[config.mk]
export PLATFORM = sky130hd
export DESIGN_NAME = lin_master_frame_engine_top
export DESIGN_NICKNAME = d
export VERILOG_FILES = /design/src/sv/lmfe_pkg.sv /design/src/sv/lin_master_frame_engine_top.sv /design/src/sv/lmfe_step.sv
export SDC_FILE = /design/constraint.sdc
export NUM_CORES = 1
export LEC_CHECK = 0
export ABC_AREA = 1
export BUFFER_PORTS_ARGS = -buffer_cell sky130_fd_sc_hd__buf_2
export CORE_MARGIN = 2
export CORE_UTILIZATION = 60
export DETAILED_ROUTE_END_ITERATION = 8
export PLACE_DENSITY_LB_ADDON = 0.12
export SLEW_MARGIN = 20
export SYNTH_ARGS = -nofsm -noshare
export SYNTH_HDL_FRONTEND = slang
export SYNTH_SLANG_ARGS = --single-unit
[constraint.sdc]
create_clock -name clk -period 21 [get_ports clk]
set_input_delay 3.15 -clock clk [delete_from_list [all_inputs] [get_ports clk]]
set_output_delay 3.15 -clock clk [all_outputs]
set_load 0.005 [all_outputs]
[src/sv/lmfe_pkg.sv]
// shared types, codes and helper functions of the lin master frame engine
package lmfe_pkg;

    localparam int DATA_BYTES = 8;

    // opcodes of an input item
    localparam logic [2:0] OP_START_TX = 3'd0;
    localparam logic [2:0] OP_START_RX = 3'd1;
    localparam logic [2:0] OP_BYTE     = 3'd2;
    localparam logic [2:0] OP_BREAK    = 3'd3;
    localparam logic [2:0] OP_TICK     = 3'd4;

    // completion codes
    localparam logic [2:0] ST_NONE     = 3'd0;
    localparam logic [2:0] ST_SENT     = 3'd1;
    localparam logic [2:0] ST_RECEIVED = 3'd2;
    localparam logic [2:0] ST_MISMATCH = 3'd3;
    localparam logic [2:0] ST_TIMEOUT  = 3'd4;

    // baud change requests
    localparam logic [1:0] BAUD_KEEP    = 2'd0;
    localparam logic [1:0] BAUD_SLOW    = 2'd1;
    localparam logic [1:0] BAUD_RESTORE = 2'd2;

    // configuration register indexes
    localparam logic [1:0] REG_TIMEOUT = 2'd0;
    localparam logic [1:0] REG_SYNC    = 2'd1;
    localparam logic [1:0] REG_BRKMODE = 2'd2;

    localparam logic [5:0] ID_MASK        = 6'h3F;
    localparam logic [7:0] BREAK_BYTE     = 8'h00;
    localparam logic [15:0] TIMEOUT_RESET = 16'd1000;
    localparam logic [7:0] SYNC_RESET     = 8'hAA;
    localparam logic [15:0] TICKS_MAX     = 16'hFFFF;

    typedef enum logic [5:0] {
        PH_IDLE  = 6'b000001,
        PH_BREAK = 6'b000010,
        PH_SYNC  = 6'b000100,
        PH_PID   = 6'b001000,
        PH_DATA  = 6'b010000,
        PH_CHECK = 6'b100000
    } phase_t;

    typedef struct packed {
        logic [2:0]  opcode;
        logic [5:0]  frame_id;
        logic [3:0]  length;
        logic        enhanced;
        logic [63:0] payload;
        logic [7:0]  rx_byte;
    } item_t;

    typedef struct packed {
        logic [15:0] timeout_limit;
        logic [7:0]  sync_byte;
        logic        hw_break;
    } cfg_t;

    typedef struct packed {
        phase_t                          phase;
        logic                            sending;
        logic [7:0]                      protected_id;
        logic [3:0]                      frame_length;
        logic [3:0]                      bytes_left;
        logic [DATA_BYTES-1:0][7:0]      data_store;
        logic [63:0]                     tx_shift;
        logic [7:0]                      running_sum;
        logic                            use_enhanced;
        logic [15:0]                     idle_ticks;
    } state_t;

    typedef struct packed {
        logic        tx_valid;
        logic [7:0]  tx_byte;
        logic [1:0]  baud_select;
        logic        break_request;
        logic [2:0]  done_status;
        logic [63:0] rx_payload;
        logic [7:0]  done_pid;
        logic [3:0]  done_length;
    } result_t;

    localparam state_t IDLE_STATE = '{
        phase:        PH_IDLE,
        sending:      1'b0,
        protected_id: 8'd0,
        frame_length: 4'd0,
        bytes_left:   4'd0,
        data_store:   '0,
        tx_shift:     64'd0,
        running_sum:  8'd0,
        use_enhanced: 1'b1,
        idle_ticks:   16'd0
    };

    // lin end-around carry add
    function automatic logic [7:0] carry_add(input logic [7:0] s, input logic [7:0] b);
        logic [8:0] t;
        t = {1'b0, s} + {1'b0, b};
        if (t > 9'd255)
        begin
            t = t - 9'd255;
        end
        return t[7:0];
    endfunction

    function automatic logic [7:0] make_pid(input logic [5:0] id);
        logic p0;
        logic p1;
        p0 = id[0] ^ id[1] ^ id[2] ^ id[4];
        p1 = ~(id[1] ^ id[3] ^ id[4] ^ id[5]);
        return {p1, p0, id};
    endfunction

endpackage

[src/sv/lin_master_frame_engine_top.sv]
// lin master frame engine: item register, step logic, frame state and result register
//
// items come in on the in channel (in_valid / in_stall) and every item gives
// exactly one result on the out channel (out_valid / out_stall). an item first
// lands in an input register; when the held item moves on, the step logic updates
// the frame state and loads the result register. with no stall the engine takes
// one item per cycle.
// when out_stall holds a result, the input register still takes one more item;
// after that in_stall rises until the result is taken. nothing is dropped.
// start items abort any frame in progress without a status.
// configuration goes through cfg_valid / cfg_ready (always ready) with a register
// index on cfg_index and the value on cfg_data: 0 timeout limit, 1 sync byte,
// 2 break mode. write it only while the engine is idle.
// reset (rst_n low) empties both registers, puts the frame state to idle and
// loads timeout 1000, sync byte 0xaa and break by slow baud.
module lin_master_frame_engine_top
    import lmfe_pkg::*;
#(
    parameter int MAX_DATA_BYTES = 8
)
(
    input  logic        clk,
    input  logic        rst_n,

    input  logic        cfg_valid,
    output logic        cfg_ready,
    input  logic [1:0]  cfg_index,
    input  logic [15:0] cfg_data,

    input  logic        in_valid,
    output logic        in_stall,
    input  logic [2:0]  opcode,
    input  logic [5:0]  frame_id,
    input  logic [3:0]  length,
    input  logic        enhanced,
    input  logic [63:0] payload,
    input  logic [7:0]  rx_byte,

    output logic        out_valid,
    input  logic        out_stall,
    output logic        tx_valid,
    output logic [7:0]  tx_byte,
    output logic [1:0]  baud_select,
    output logic        break_request,
    output logic [2:0]  done_status,
    output logic [63:0] rx_payload,
    output logic [7:0]  done_pid,
    output logic [3:0]  done_length
);

    cfg_t    cfg_reg;
    item_t   in_item_reg;
    logic    in_valid_reg;
    state_t  state_reg;
    state_t  state_next;
    result_t step_res;
    result_t out_reg;
    logic    out_valid_reg;
    logic    advance;
    logic    in_take;

    assign cfg_ready = 1'b1;

    always_ff @(posedge clk or negedge rst_n)
    begin
        if (!rst_n)
        begin
            cfg_reg.timeout_limit <= TIMEOUT_RESET;
            cfg_reg.sync_byte     <= SYNC_RESET;
            cfg_reg.hw_break      <= 1'b0;
        end
        else if (cfg_valid && cfg_ready)
        begin
            case (cfg_index)
                REG_TIMEOUT: cfg_reg.timeout_limit <= cfg_data;
                REG_SYNC:    cfg_reg.sync_byte     <= cfg_data[7:0];
                REG_BRKMODE: cfg_reg.hw_break      <= cfg_data[0];
                default:
                begin
                end
            endcase
        end
    end

    // the held item moves on whenever the result register is free or draining
    assign advance  = in_valid_reg && (!out_valid_reg || !out_stall);
    assign in_stall = in_valid_reg && !advance;
    assign in_take  = in_valid && !in_stall;

    always_ff @(posedge clk or negedge rst_n)
    begin
        if (!rst_n)
        begin
            in_valid_reg <= 1'b0;
        end
        else if (in_take)
        begin
            in_valid_reg <= 1'b1;
        end
        else if (advance)
        begin
            in_valid_reg <= 1'b0;
        end
    end

    always_ff @(posedge clk)
    begin
        if (in_take)
        begin
            in_item_reg.opcode   <= opcode;
            in_item_reg.frame_id <= frame_id;
            in_item_reg.length   <= length;
            in_item_reg.enhanced <= enhanced;
            in_item_reg.payload  <= payload;
            in_item_reg.rx_byte  <= rx_byte;
        end
    end

    lmfe_step #(
        .MAX_DATA_BYTES (MAX_DATA_BYTES)
    ) u_step (
        .item (in_item_reg),
        .cfg  (cfg_reg),
        .st   (state_reg),
        .nxt  (state_next),
        .res  (step_res)
    );

    always_ff @(posedge clk or negedge rst_n)
    begin
        if (!rst_n)
        begin
            state_reg <= IDLE_STATE;
        end
        else if (advance)
        begin
            state_reg <= state_next;
        end
    end

    always_ff @(posedge clk or negedge rst_n)
    begin
        if (!rst_n)
        begin
            out_valid_reg <= 1'b0;
        end
        else if (advance)
        begin
            out_valid_reg <= 1'b1;
        end
        else if (!out_stall)
        begin
            out_valid_reg <= 1'b0;
        end
    end

    always_ff @(posedge clk)
    begin
        if (advance)
        begin
            out_reg <= step_res;
        end
    end

    assign out_valid     = out_valid_reg;
    assign tx_valid      = out_reg.tx_valid;
    assign tx_byte       = out_reg.tx_byte;
    assign baud_select   = out_reg.baud_select;
    assign break_request = out_reg.break_request;
    assign done_status   = out_reg.done_status;
    assign rx_payload    = out_reg.rx_payload;
    assign done_pid      = out_reg.done_pid;
    assign done_length   = out_reg.done_length;

    // a held item is never lost while the result side is stalled
    assert property (@(posedge clk) disable iff (!rst_n)
        (in_valid_reg && !advance) |=> in_valid_reg)
        else $error("held item dropped");

    // any completion status leaves the frame state idle
    assert property (@(posedge clk) disable iff (!rst_n)
        (advance && step_res.done_status != ST_NONE) |=> (state_reg.phase == PH_IDLE))
        else $error("frame state not cleared after completion");

    // idle frame state carries no tick count or partial checksum
    assert property (@(posedge clk) disable iff (!rst_n)
        (state_reg.phase == PH_IDLE) |-> (state_reg.idle_ticks == 16'd0 &&
                                           state_reg.running_sum == 8'd0))
        else $error("idle state not clean");

    // remaining byte count never exceeds the frame length
    assert property (@(posedge clk) disable iff (!rst_n)
        state_reg.bytes_left <= state_reg.frame_length)
        else $error("byte count beyond frame length");

    // a completed frame never transmits in the same result
    assert property (@(posedge clk) disable iff (!rst_n)
        out_valid_reg |-> !(out_reg.tx_valid && out_reg.done_status != ST_NONE))
        else $error("transmit together with completion");

endmodule

[src/sv/lmfe_step.sv]
// next-state and result logic for one item of the lin master frame engine
module lmfe_step
    import lmfe_pkg::*;
#(
    parameter int MAX_DATA_BYTES = 8
)
(
    input  item_t   item,
    input  cfg_t    cfg,
    input  state_t  st,
    output state_t  nxt,
    output result_t res
);

    logic [3:0]  len;
    logic [3:0]  left_dec;
    logic [2:0]  idx;
    logic [15:0] ticks_inc;
    logic        fin;
    logic [2:0]  fin_status;
    logic [11:0] tx_total;
    logic [8:0]  tx_fold;

    always_comb
    begin
        nxt        = st;
        res        = '0;
        fin        = 1'b0;
        fin_status = ST_NONE;
        tx_total   = 12'd0;
        tx_fold    = 9'd0;

        len = item.length;
        if (len == 4'd0)
        begin
            len = 4'd1;
        end
        if (len > 4'(MAX_DATA_BYTES))
        begin
            len = 4'(MAX_DATA_BYTES);
        end

        left_dec  = st.bytes_left - 4'd1;
        idx       = 3'(st.frame_length - st.bytes_left);
        ticks_inc = (st.idle_ticks != TICKS_MAX) ? st.idle_ticks + 16'd1 : st.idle_ticks;

        case (item.opcode)
            OP_START_TX, OP_START_RX:
            begin
                nxt              = IDLE_STATE;
                nxt.sending      = (item.opcode == OP_START_TX);
                nxt.protected_id = make_pid(item.frame_id & ID_MASK);
                nxt.frame_length = len;
                nxt.bytes_left   = len;
                nxt.use_enhanced = item.enhanced;
                nxt.running_sum  = item.enhanced ? nxt.protected_id : 8'd0;
                if (item.opcode == OP_START_TX)
                begin
                    // checksum of the bytes in use, precomputed for the check phase
                    tx_total = item.enhanced ? 12'(nxt.protected_id) : 12'd0;
                    for (int i = 0; i < DATA_BYTES; i++)
                    begin
                        if (4'(i) < len)
                        begin
                            nxt.data_store[i] = item.payload[8*i +: 8];
                            tx_total          = tx_total + 12'(item.payload[8*i +: 8]);
                        end
                    end
                    // fold the carries back in, same as adding with end-around carry
                    tx_fold         = 9'(tx_total[7:0]) + 9'(tx_total[11:8]);
                    nxt.running_sum = ~(tx_fold[7:0] + 8'(tx_fold[8]));
                    nxt.tx_shift    = 64'(nxt.data_store);
                end
                nxt.phase = PH_BREAK;
                if (!cfg.hw_break)
                begin
                    res.baud_select = BAUD_SLOW;
                    res.tx_valid    = 1'b1;
                    res.tx_byte     = BREAK_BYTE;
                end
                else
                begin
                    res.break_request = 1'b1;
                end
            end

            OP_BYTE:
            begin
                nxt.idle_ticks = 16'd0;
                unique case (st.phase)
                    PH_IDLE:
                    begin
                    end
                    PH_BREAK:
                    begin
                        if (!cfg.hw_break)
                        begin
                            if (item.rx_byte == BREAK_BYTE)
                            begin
                                nxt.phase       = PH_SYNC;
                                res.baud_select = BAUD_RESTORE;
                                res.tx_valid    = 1'b1;
                                res.tx_byte     = cfg.sync_byte;
                            end
                            else
                            begin
                                fin        = 1'b1;
                                fin_status = ST_MISMATCH;
                            end
                        end
                    end
                    PH_SYNC:
                    begin
                        if (item.rx_byte == cfg.sync_byte)
                        begin
                            nxt.phase    = PH_PID;
                            res.tx_valid = 1'b1;
                            res.tx_byte  = st.protected_id;
                        end
                        else
                        begin
                            fin        = 1'b1;
                            fin_status = ST_MISMATCH;
                        end
                    end
                    PH_PID:
                    begin
                        if (item.rx_byte != st.protected_id)
                        begin
                            fin        = 1'b1;
                            fin_status = ST_MISMATCH;
                        end
                        else
                        begin
                            nxt.bytes_left = st.frame_length;
                            nxt.phase      = PH_DATA;
                            if (st.sending)
                            begin
                                res.tx_valid = 1'b1;
                                res.tx_byte  = st.tx_shift[7:0];
                            end
                        end
                    end
                    PH_DATA:
                    begin
                        if (st.sending)
                        begin
                            // echo of the low byte of the shift copy, then move on
                            if (item.rx_byte != st.tx_shift[7:0])
                            begin
                                fin        = 1'b1;
                                fin_status = ST_MISMATCH;
                            end
                            else
                            begin
                                nxt.bytes_left = left_dec;
                                nxt.tx_shift   = st.tx_shift >> 8;
                                res.tx_valid   = 1'b1;
                                if (left_dec != 4'd0)
                                begin
                                    res.tx_byte = st.tx_shift[15:8];
                                end
                                else
                                begin
                                    nxt.phase   = PH_CHECK;
                                    res.tx_byte = st.running_sum;
                                end
                            end
                        end
                        else
                        begin
                            nxt.data_store[idx] = item.rx_byte;
                            nxt.running_sum     = carry_add(st.running_sum, item.rx_byte);
                            nxt.bytes_left      = left_dec;
                            if (left_dec == 4'd0)
                            begin
                                nxt.phase = PH_CHECK;
                            end
                        end
                    end
                    PH_CHECK:
                    begin
                        fin = 1'b1;
                        if (st.sending)
                        begin
                            fin_status = (item.rx_byte == st.running_sum) ? ST_SENT
                                                                          : ST_MISMATCH;
                        end
                        else
                        begin
                            fin_status = (item.rx_byte == ~st.running_sum) ? ST_RECEIVED
                                                                           : ST_MISMATCH;
                        end
                    end
                    default:
                    begin
                    end
                endcase
            end

            OP_BREAK:
            begin
                if (cfg.hw_break)
                begin
                    if (st.phase == PH_BREAK)
                    begin
                        nxt.phase    = PH_SYNC;
                        res.tx_valid = 1'b1;
                        res.tx_byte  = cfg.sync_byte;
                    end
                    else if (st.phase != PH_IDLE)
                    begin
                        fin        = 1'b1;
                        fin_status = ST_MISMATCH;
                    end
                end
            end

            OP_TICK:
            begin
                if (st.phase != PH_IDLE)
                begin
                    nxt.idle_ticks = ticks_inc;
                    if (ticks_inc > cfg.timeout_limit)
                    begin
                        fin        = 1'b1;
                        fin_status = ST_TIMEOUT;
                    end
                end
            end

            default:
            begin
            end
        endcase

        if (fin)
        begin
            if (fin_status == ST_SENT || fin_status == ST_RECEIVED)
            begin
                res.rx_payload = 64'(st.data_store);
            end
            // slow baud still active when the frame dies in the break phase
            if (!cfg.hw_break && st.phase == PH_BREAK)
            begin
                res.baud_select = BAUD_RESTORE;
            end
            res.done_status = fin_status;
            res.done_pid    = st.protected_id;
            res.done_length = st.frame_length;
            nxt             = IDLE_STATE;
        end
    end

endmodule
Word level (Yosys, flattened, before mapping)
Cells that the tools add are included.

operators by class
  add/sub/neg operators = 15
  $lt $le $gt $ge = 13
  equality and inequality tests = 37
  mux-type cells = 120
  bitwise logic cells = 9
  reductions and logical operators = 35

operators by type and width
  cell                                                             count
  12-bit two-way mux                                               24
  140-bit case mux with 2 select lines                             1
  136-bit two-way mux                                              2
  64-bit two-way mux                                               3
  176-bit two-way mux                                              1
  8-bit two-way mux                                                14
  12-bit by 8-bit adder with 12-bit output                         8
  64-bit bitwise mux                                               1
  9-bit two-way mux                                                7
  6-bit two-way mux                                                10
  9-bit case mux with 4 select lines                               1
  11-bit two-way mux                                               3
  16-bit two-way mux                                               2
  16-bit case mux with 2 select lines                              1
  9-bit case mux with 3 select lines                               1
  8-bit demux with 3-bit select                                    1
  8-bit == test                                                    3
  6-bit case mux with 4 select lines                               1
  2-bit two-way mux                                                10
  4-bit two-way mux                                                5
  1-bit two-way mux                                                18
  3-bit two-way mux                                                6
  6-bit case mux with 3 select lines                               1
  16-bit by 1-bit adder with 16-bit output, second input constant  1
  62 further kinds                                                 104

storage, ports and cells
  bits in registers = 379
  input port bits = 109
  output and inout bits = 94
  word-level logic and storage cells = 264

Longest topological paths before layout
Gate-level depths: netlist of the first run.

  depth in word-level cells = 43
  mapped depth = 83
  mapped depth without buffers = 82

By module
A second synthesis of the first run with hierarchy kept.

unflattened totals
  cell total of the unflattened synthesis = 3437
  area, all modules = 26161.3 µm²

by module, submodules not included
  module                       instances  cells an instance  area each (µm²)  sequential area each (µm²)
  lin_master_frame_engine_top  1          1064               13352.8          10410.0
  lmfe_step                    1          2373               12808.5          0.0

Worst setup path after synthesis of the first run
OpenSTA, ideal clock, no wires.

  path kind = reg2reg
  start = register in_item_reg[72] (netlist name)
  end = register state_reg[24] (netlist name)
  library setup time = 0.117 ns
  data arrival time = 9.660 ns
  data required time = 20.883 ns
  setup slack = 11.223 ns
  stages on the path, launching flop included = 62
  path buffers = 2
  period minus slack after synthesis = 9.777 ns
  cells stage by stage = edfxtp_1 -> clkbuf_1 -> nand2_1 -> inv_1 -> ha_1 -> inv_1 -> fa_1 -> clkbuf_1 -> fa_1 -> o21ai_0 -> fa_1 -> inv_1 -> o21ai_2 -> inv_1 -> fa_1 -> o21ai_0 -> inv_1 -> fa_1 -> (+26 left out) -> inv_1 -> o31ai_1 -> nand3_1 -> inv_1 -> nand3_1 -> nor2_1 -> ha_1 -> nand3_1 -> nor2_1 -> nand3_1 -> inv_1 -> nand2_1 -> nor2_1 -> nand2_1 -> nand3_1 -> nand2_1 -> nand2_1 -> nand2_1

between the ends
  longest elaborated chain between the ends = 39
  elaborated cells between the ends (all ways) = 40
  classes of those cells = add/sub: 10; mux: 29; bitwise: 1

RTL lines
  what                                      line                                text
  start, declared                           lin_master_frame_engine_top.sv:52   item_t in_item_reg;
  8-bit two-way mux                         lmfe_step.sv:56, lmfe_step.sv:60
  12-bit by 8-bit adder with 12-bit output  lmfe_step.sv:66                     tx_total = tx_total + 12'(item.payload[8*i +: 8]);
  12-bit two-way mux                        lmfe_step.sv:63                     if (4'(i) < len)
  12-bit two-way mux                        lmfe_step.sv:57                     if (item.opcode == OP_START_TX)
  12-bit two-way mux                        lmfe_step.sv:47                     case (item.opcode)
  12-bit by 8-bit adder with 12-bit output  lmfe_step.sv:66
  12-bit two-way mux                        lmfe_step.sv:63
  12-bit two-way mux                        lmfe_step.sv:57
  (+23 left out)                            --
  12-bit two-way mux                        lmfe_step.sv:57
  12-bit two-way mux                        lmfe_step.sv:47
  8-bit by 4-bit adder with 9-bit output    lmfe_step.sv:70                     tx_fold = 9'(tx_total[7:0]) + 9'(tx_total[11:8]);
  8-bit by 1-bit adder with 8-bit output    lmfe_step.sv:71                     nxt.running_sum = ~(tx_fold[7:0] + 8'(tx_fold[8]));
  8-bit inverter                            lmfe_step.sv:71
  136-bit two-way mux (*)                   lmfe_step.sv:57
  140-bit case mux with 2 select lines (*)  lmfe_step.sv:47
  176-bit two-way mux (*)                   lmfe_step.sv:237                    if (fin)
  end signal, assigned                      lin_master_frame_engine_top.sv:137  state_reg <= state_next;
  end, declared                             lin_master_frame_engine_top.sv:54   state_t state_reg;

Every way passes the cells marked *; elsewhere a longest branch is shown, timed or not. The select of a mux whose other input is x is not followed.
A chain may end at the register's enable or synchronous reset.

Worst setup path in the final report of the first run
Same ends and word-level chain as after synthesis.

==> impl_metrics.yaml, run 1 <==
critical_path:
  rr_startpoint: "in_item_reg[72]"
  path_class: "register to register"
  critPathLaunchType: "register"
  slowest_delay_ps: 460
  crit_fanout: 8
  cp_num_cells: 70
  ff2ff_path_depth: 70
  path_buf_inv: 11
  crit_top_cell: "nand2_1"
  crit_path_top_delay_cell: "edfxtp_1"
  required_ps: 21470
  startpoint: "in_item_reg[72]"
  crit_family: "simple AND/OR/NAND/NOR gates"
  end_kind: "register"
  cp.arrival_ps: 11590
clocking:
  cts_buffer_depth: 3
  clk_pin_slew_worst_paths_ps: 60
  cts_resized: 0
  cts_htree_levels: 2
  clk_latency_ps: 580
  clockRootBuffer: "clkbuf_16"
  post_cts.repair.setup_buffers: 0
  cts_hold_buffers: 0
  cts_tree: "built"
  clock-sinks: 379
  cts_buffers: 40
final_layout:
  layout-drive-gt1-share_pct: 13.1
  fin_area_mm2: 0.0249
  mostFrequentLayoutCell: "nand2_1"
  largest_reg_flops: 175
  fill_cells: 2993
  area_growth_pct: 11.9
  nNetsFinal: 3019
  layoutNonFillerInstCount: 3298
  layout_common_cells: "558 x nand2_1, 344 x inv_1, 256 x o21ai_0"
  antenna_cells: 0
routing:
  wl_per_cell_um: 18.8
  route.detailed.drc: 0
  ant_nets: 0
  vias: 19200
  firstDrtPassIters: 5
  viasPerCell: 5.81
  drtIter0Drc: 1731
  routed_wl_um: 62100
synthesis:
  synthFlopType: "dfrtp_1"
  netlist_area_mm2: 0.0222
  ys_ff_latch: 379
  seq_area_frac_synth_pct: 46.7
  synth_cell_type_count: 64
  synth_nets: 2852
  syn_area_per_cell_um2: 8.45
  syn_inst: 2631
  synth-edff-count: 177
  async_reset_ff_share_pct: 53.3
  ys.warnings.count: 0
global_routing:
  grt_pass1_vias: 18000
  grt_pass1_wl_um: 97500
  antenna_found_initial: 1
  grt_max_degree: 95
  grt-ovfl-total: 0
  track_usage_pct: 32.5
power:
  irDropWorstVdd_mv: 0.0927
  power.static_leakage_nw: 11.4
  p_per_area_mw_per_mm2: 136
floorplanning:
  io_pins: 203
  coreArea_mm2: 0.0365
  die_area_mm2: 0.0386
  initial_core_util_pct: 60.9
  num_rows: 70
  dieHeight_um: 197
  die_x_um: 197
timing:
  skew_ps: 19.3
  setup_tns_ps: 0
  setup_viol: 0
  worst_slack_ps: 9880
  worst-slew-pin-transition_ps: 1070
  fin_crit_ps: 11120
  drv_slew: 0
  fmax_ghz: 0.0900
  fin_crit_sh_pct: 52.9
  hold_viol: 0
  slew_headroom_pct: 28.5
  rsz0062_at_grt: "false"
placed_design:
  postPlaceCellArea_mm2: 0.0235
  routabilityCongestion: 0.949
  dp.cells: 3224
  dpl.hpwl_um: 47000
  pre_cts_slack_ps: 10020
  portBuffers: 201
run:
  cap_violations: 0
outcome:
  run_status: "completed"
hold_path:
  holdPathStages: 2
  min-delay-path-class: "register to register"
  hold_start: "state_reg[61]"
## power breakdown
| group | total [mW] | switching (mW) | internal (mW) |
|---|---|---|---|
| Clock | 0.733 | 0.307 | 0.426 |
| Combinational | 1.69 | 1.10 | 0.582 |
| Sequential | 0.965 | 0.0732 | 0.892 |
## cell usage after synthesis, drive strengths merged (29+ instances only)
library cell / n / area [µm²]
a21boi: 35 / 263
a21oi: 96 / 499
buf: 46 / 287
clkbuf: 42 / 158
dfrtp: 191 / 4780
edfxtp: 177 / 5320
ha: 101 / 1260
inv: 363 / 1370
nand2: 568 / 2190
nand3: 197 / 991
nor2: 217 / 891
nor3: 29 / 145
o21ai: 284 / 1460
o31ai: 59 / 553
xor2: 44 / 385
## layout make-up
| cell class | instances | area (µm²) | area share (%) |
|---|---|---|---|
| well taps | 468 | 586 | 2.35 |
| flip-flops and latches | 379 | 10400 | 41.7 |
| clock inverters | 24 | 264 | 1.06 |
| inverters | 364 | 1380 | 5.53 |
| repair buffers | 213 | 1100 | 4.44 |
| multi-input cells | 1800 | 10100 | 40.5 |
| clock buffers | 50 | 1100 | 4.43 |
## cells by family after synthesis
group           count (synthesis)  share of synthesized area [%]
other cells                     1                         0.0169
fa+ha+maj                     112                           6.67
compound gates                555                           15.2
simple gates                 1069                           20.8
buf+inv                       452                           8.17
flops                         379                           46.7
mux                             1                         0.0506
xor+xnor                       62                           2.44
## worst min-delay path: stages (launching register included)
cell and delay, ps:
dfrtp_1 340, nand2_1 60, o31ai_2 50
## stage by stage
step	hold WS [ps]	power [mW]	utilization, %
4_1_cts	485	3.38	68.1
3_5_place_dp	469	2.63	64.4
5_1_grt	506	3.66	68.1
2_1_floorplan	434	2.24	-
6_report	486	3.38	68.1
3_3_place_gp	464	2.60	64.4
## final timing paths
kind,slack (ps),end
worst max-delay path,9880,state_reg[24]
worst min-delay path,490,state_reg[61]
worst max register to register,9880,state_reg[24]
worst min register to register,490,state_reg[61]
max in group asynchronous,17090,state_reg[71]
min in group asynchronous,2550,cfg_reg[22]
## per-layer routing
metal | share of wire (%) | track usage, % | up-vias | routed length, µm
li1 | - | - | 9167 | -
met1 | 44 | 47.9 | 9051 | 27500
met2 | 44 | 49.4 | 809 | 27200
met3 | 9.1 | 5.89 | 123 | 5670
met4 | 2.7 | 9.51 | 0 | 1660
met5 | 0 | 0 | - | 0
(Power assumes the default switching activity.)
==> inputs of run 2 (changes only) <==
- ABC_AREA: 1 -> 0
- CORE_UTILIZATION: 60 -> 55
- clock period: 21 -> 10 ns (I/O delays scaled with it)
==> run 2 against run 1 <==
The run now ends with setup timing left. Utilization is 2.3 points higher. Register-to-register slack worse by 10000 ps. Via count is 1.3% lower. Combinational power grew to 3.9 times the previous value. Routed wire length is 12% higher. Critical path type unchanged.
==> impl_metrics.yaml, run 2 <==
timing:
  slew_headroom_pct: 26.0
  setup_viol: 6
  rsz0062_at_grt: "true"
  timing.hold.ws_ps: 467
  fin_crit_sh_pct: 104
  drv_slew: 0
  fin_crit_ps: 10400
  hold_viol: 0
  worst_slack_ps: -400
  worst-slew-pin-transition_ps: 1100
  skew_ps: 28.0
  fmax_ghz: 0.0962
synthesis:
  async_reset_ff_share_pct: 53.3
  syn_area_per_cell_um2: 9.86
  ys_top_cells_by_area: "edfxtp_1 25%, dfrtp_1 22%, ha_1 5.9%"
  netlist_area_mm2: 0.0215
  synth_cell_type_count: 88
  synth-edff-count: 177
  ys.warnings.count: 0
  ys_ff_latch: 379
  synth_top_cell_area_share_pct: 24.7
  syn_inst: 2180
  seq_area_frac_synth_pct: 48.3
  synth_nets: 2401
  synthFlopType: "dfrtp_1"
  yosys.cell_count.top_type: "nand2_1"
  synthTopCellsByCount: "291 x nand2_1, 191 x dfrtp_1, 177 x edfxtp_1, 158 x nor2_1, 156 x o21ai_0"
  yosys.area.top_type: "edfxtp_1"
final_layout:
  layout-drive-gt1-share_pct: 28.7
  antenna_cells: 0
  nNetsFinal: 2802
  mostFrequentLayoutCell: "nand2_1"
  largest_reg_flops: 175
  fill_cells: 2891
  area_growth_pct: 26.8
  fin_util_pct: 70.5
  layout_common_cells: "283 x nand2_1, 260 x buf_4, 200 x buf_2"
  fin_area_mm2: 0.0272
power:
  power.static_leakage_nw: 11.6
  power_frac_clock_pct: 15.3
  switching_share_pct: 40.9
  pwr-share-seq_pct: 19.6
  combPwrFrac_pct: 65.1
  switching_power_mw: 4.13
  internal_power_mw: 5.98
  power_mw: 10.1
  irDropWorstVdd_mv: 0.519
  p_per_area_mw_per_mm2: 371
routing:
  route.detailed.drc: 0
  vias: 18900
  wl_per_cell_um: 22.1
  drtIter0Drc: 2081
  viasPerCell: 6.03
  firstDrtPassIters: 6
  ant_nets: 0
  routed_wl_um: 69300
clocking:
  cts_buffer_depth: 3
  clockRootBuffer: "clkbuf_16"
  clock-sinks: 379
  clk_pin_slew_worst_paths_ps: 70
  cts_htree_levels: 2
  cts_buffers: 42
  cts_tree: "built"
  clk_latency_ps: 590
placed_design:
  portBuffers: 201
  pre_cts_slack_ps: -895
  postPlaceCellArea_mm2: 0.0243
  routabilityCongestion: 0.965
  dpl.hpwl_um: 48700
global_routing:
  grt_max_degree: 87
  grt_pass1_wl_um: 104000
  track_usage_pct: 33.5
  antenna_found_initial: 1
  grt_pass1_vias: 17900
  grt-ovfl-total: 0
run:
  cap_violations: 0
critical_path:
  end_kind: "register"
  slowest_delay_ps: 540
  required_ps: 10480
  critPathLaunchType: "register"
  reg2reg_slack_ps: -400
  crit_fanout: 3
  crit_path_top_delay_cell: "fa_2"
  path_class: "register to register"
  cp.arrival_ps: 10880
floorplanning:
  initial_core_util_pct: 55.6
  dieHeight_um: 202
  die_x_um: 202
  coreArea_mm2: 0.0386
  num_rows: 72
  io_pins: 203
  die_area_mm2: 0.0407
outcome:
  violations: "setup timing"
  run_status: "complete, but fails checks"
hold_path:
  min-delay-path-class: "register to register"
[run 2: changes by cell type after synthesis, sizes merged, moves of 47 or more]
cell,before,now
clkbuf,42,104
o21ai,284,168
nand3,197,32
nor2,217,159
inv,363,99
and2,9,84
a22oi,9,56
xnor2,18,74
nand2,568,292
[run 2: area by class of cell]
| class | instances | area, µm² | share of cell area (%) |
|---|---|---|---|
| clock inverter | 15 | 148 | 0.542 |
| clock buffer | 62 | 1230 | 4.51 |
| timing repair buffer | 469 | 3070 | 11.3 |
| tap | 518 | 648 | 2.38 |
| sequential | 379 | 10400 | 38.1 |
| multi-input combinational | 1590 | 11400 | 41.8 |
| inverter | 99 | 372 | 1.36 |
[run 2: cells by family after synthesis]
group / count (synthesis) / synth area share (%)
and+or+nand+nor: 695 / 15.0
AOI/OAI and AO/OA: 634 / 19.3
DFF: 379 / 48.3
buffers and inverters: 211 / 3.76
adders and majority gates: 113 / 6.95
xor gates and xnor gates: 109 / 4.79
muxes: 38 / 1.90
other: 1 / 0.0175
[run 2: path summary, 6_finish.rpt]
path / startpoint / to / depth (start not counted)
worst max-delay path: in_item_reg[77] / state_reg[21] / 55
worst min-delay path: state_reg[123] / state_reg[123] / 2
worst max register to register: in_item_reg[77] / state_reg[21] / 55
worst min register to register: state_reg[123] / state_reg[123] / 2
max in group asynchronous: rst_n / state_reg[123] / 2
min in group asynchronous: rst_n / cfg_reg[5] / 1
[run 2: layer usage]
layer | vias to the layer above | wire, µm | track usage, %
met2 | 869 | 31300 | 51.3
met3 | 174 | 6200 | 5.73
met4 | 0 | 2720 | 12.8
met1 | 9165 | 29100 | 48.0
met5 | - | 0 | 0
li1 | 8687 | - | -
[run 2: per-stage QoR]
step / setup TNS [ps] / cells
finish: -2010 / 3132
global route: -5070 / 3132
CTS: -380 / 3105
detailed placement: -5570 / 2977
global placement: -2760 / 2977
floorplan: 0 / 2180
[run 2: power by group through the flow]
stage               combinational, mW  clock [mW]  sequential, mW
detailed placement               4.83           0            2.00
finish                           6.59        1.55            1.98
floorplan                        2.99           0            1.93
global placement                 4.70           0            2.00
CTS                              5.70        1.56            1.97
global route                     7.05        1.63            1.99
[run 2: critical path: cells and delay by family (launching register included)]
kind / cells / cell delay, ps
flops: 1 / 350
compound gates: 16 / 2460
fa+ha+maj: 12 / 4000
xor+xnor: 3 / 340
buf+inv: 7 / 760
simple gates: 14 / 1730
mux: 3 / 610
[run 2: timing repair]
item / in CTS / in global routing
setup endpoints to repair: 8 / 8
cloned: 0 / 0
pin swaps: 60 / 76
buffers inserted: 51 / 26
hold buffers: 0 / 0
resized for setup: 106 / 90
==> inputs of run 3 (changes only) <==
- BUFFER_PORTS_ARGS: -buffer_cell sky130_fd_sc_hd__buf_2 -> unset
- CORE_UTILIZATION: 55 -> 30
- DONT_BUFFER_PORTS: unset -> 1
- PLACE_DENSITY: unset -> 0.47
- PLACE_DENSITY_LB_ADDON: 0.12 -> unset
==> run 3 against run 2 <==
The flow still finishes with violations (setup timing). Register-to-register slack gained 180 ps. Critical path type unchanged. Setup slack gained 180 ps. Cell count grew 7.4%. Via count shrank 7.7%.
==> impl_metrics.yaml, run 3 (synthesis results as in run 2) <==
global_routing:
  grt_max_degree: 203
  grt_pass1_vias: 17300
  grt-ovfl-total: 0
  track_usage_pct: 19.3
  antenna_found_initial: 0
  grt_pass1_wl_um: 109000
power:
  combPwrFrac_pct: 62.2
  internal_power_mw: 6.03
  pwr-share-seq_pct: 20.1
  switching_power_mw: 3.89
  p_per_area_mw_per_mm2: 370
  power_frac_clock_pct: 17.7
  power_mw: 9.92
  irDropWorstVdd_mv: 0.448
  switching_share_pct: 39.2
  power.static_leakage_nw: 10.8
final_layout:
  fin_util_pct: 37.6
  mostFrequentLayoutCell: "nand2_1"
  area_growth_pct: 24.8
  largest_reg_flops: 175
  layout-drive-gt1-share_pct: 22.2
  nNetsFinal: 2596
  layout_common_cells: "286 x nand2_1, 257 x buf_4, 191 x dfrtp_1"
  layoutNonFillerInstCount: 3364
timing:
  slew_headroom_pct: 28.7
  worst_slack_ps: -216
  setup_viol: 6
  fmax_ghz: 0.0979
  worst-slew-pin-transition_ps: 1060
  fin_crit_sh_pct: 102
  timing.hold.ws_ps: 472
  rsz0062_at_grt: "true"
  skew_ps: 14.5
  hold_viol: 0
  drv_slew: 0
  fin_crit_ps: 10220
routing:
  wl_per_cell_um: 21.6
  drtIter0Drc: 1390
  vias: 17400
  ant_nets: 0
  routed_wl_um: 72700
  firstDrtPassIters: 7
  route.detailed.drc: 0
  viasPerCell: 5.19
floorplanning:
  coreArea_mm2: 0.0712
  num_rows: 98
  die_area_mm2: 0.0738
  io_pins: 203
  die_x_um: 272
  initial_core_util_pct: 30.2
  dieHeight_um: 272
critical_path:
  critPathLaunchType: "register"
  reg2reg_slack_ps: -220
  path_buf_inv: 13
  required_ps: 10510
  rr_startpoint: "in_item_reg[72]"
  cp.arrival_ps: 10730
  end_kind: "register"
  ff2ff_path_depth: 64
  crit_fanout: 4
  slowest_delay_ps: 380
  crit_path_top_delay_cell: "edfxtp_1"
  crit_family: "adder cells"
  path_class: "register to register"
  r2r-end: "state_reg[19]"
clocking:
  cts_htree_levels: 2
  cts_hold_buffers: 0
  clock-sinks: 379
  cts_tree: "built"
  clk_latency_ps: 590
  clk_pin_slew_worst_paths_ps: 60
  cts_buffer_depth: 3
  cts_buffers: 46
  clockRootBuffer: "clkbuf_16"
placed_design:
  dp.cells: 3221
  pre_cts_slack_ps: -918
  portBuffers: 0
  routabilityCongestion: 0.859
  dpl.hpwl_um: 53900
run:
  cap_violations: 0
hold_path:
  hold_start: "state_reg[96]"
  holdPathStages: 2
  holdPathEnd: "state_reg[96]"
  min-delay-path-class: "register to register"
outcome:
  run_status: "complete, but fails checks"
  violations: "setup timing"
## run 3: cell count changes in the layout (fill, tap and decap cells not counted), sizes merged
cell / delta
buf: -209
clkinv: +8
clkbuf: -5
bufinv: +4
diode: +1
inv: +1
## run 3: timing repair
| action | CTS | global route |
|---|---|---|
| setup buffers | 44 | 12 |
| pin swaps | 87 | 60 |
| endpoints found under the setup margin | 8 | 8 |
| resized for setup | 127 | 51 |
## run 3: power groups by stage
stage / combinational, mW / clock, mW / sequential (mW)
finish: 6.17 / 1.75 / 2.00
global route: 6.69 / 1.87 / 2.01
CTS: 5.81 / 1.81 / 1.99
detailed placement: 4.93 / 0 / 2.02
global placement: 4.86 / 0 / 2.02
floorplan: 2.99 / 0 / 1.93
## run 3: worst register-to-register path, delay by kind of cell, from the launching register on
kind                       cells  cell delay, ps
AOI/OAI and AO/OA             19            2810
xor gates and xnor gates       7             910
adders and majority gates     12            3100
buffers and inverters         13            1500
DFF                            1             380
muxes                          1             290
and+or+nand+nor               12            1180
## run 3: how the worst max path moves through the flow
| stage | from | to | slack, ps | cells after the start |
|---|---|---|---|---|
| floorplan | in_item_reg[77] | state_reg[21] | 10 | 57 |
| global placement | in_item_reg[77] | state_reg[20] | -760 | 56 |
| detailed placement | in_item_reg[77] | state_reg[23] | -920 | 59 |
| CTS | in_item_reg[72] | state_reg[24] | -250 | 54 |
| global route | in_item_reg[72] | state_reg[24] | -860 | 64 |
| finish | in_item_reg[72] | state_reg[19] | -220 | 64 |
## run 3: cell type report
| cell class | count | area, µm² |
|---|---|---|
| Antenna cell | 1 | 2.50 |
| Clock buffer | 58 | 1270 |
| Clock inverter | 28 | 313 |
| Inverter | 99 | 372 |
| Timing Repair Buffer | 259 | 1950 |
| Tap cell | 950 | 1190 |
| Multi-Input combinational cell | 1590 | 11300 |
| Sequential cell | 379 | 10400 |
| Fill cell | 7020 | 44400 |
## run 3: layer usage
layer	GRT usage [%]	up-vias	share of wire, %
met1	27.5	8579	47
met4	6.23	0	3.1
met2	29.8	485	45
li1	-	8277	-
met5	0	-	0
met3	3.05	106	4.9
## run 3: per-stage QoR
stage | cell area, µm² | setup TNS [ps]
after detailed placement | 23900 | -6040
after global routing | 26800 | -5520
after floorplan | 21600 | 0
final | 26800 | -1040
after CTS | 26400 | -1000
after global placement | 23900 | -4560
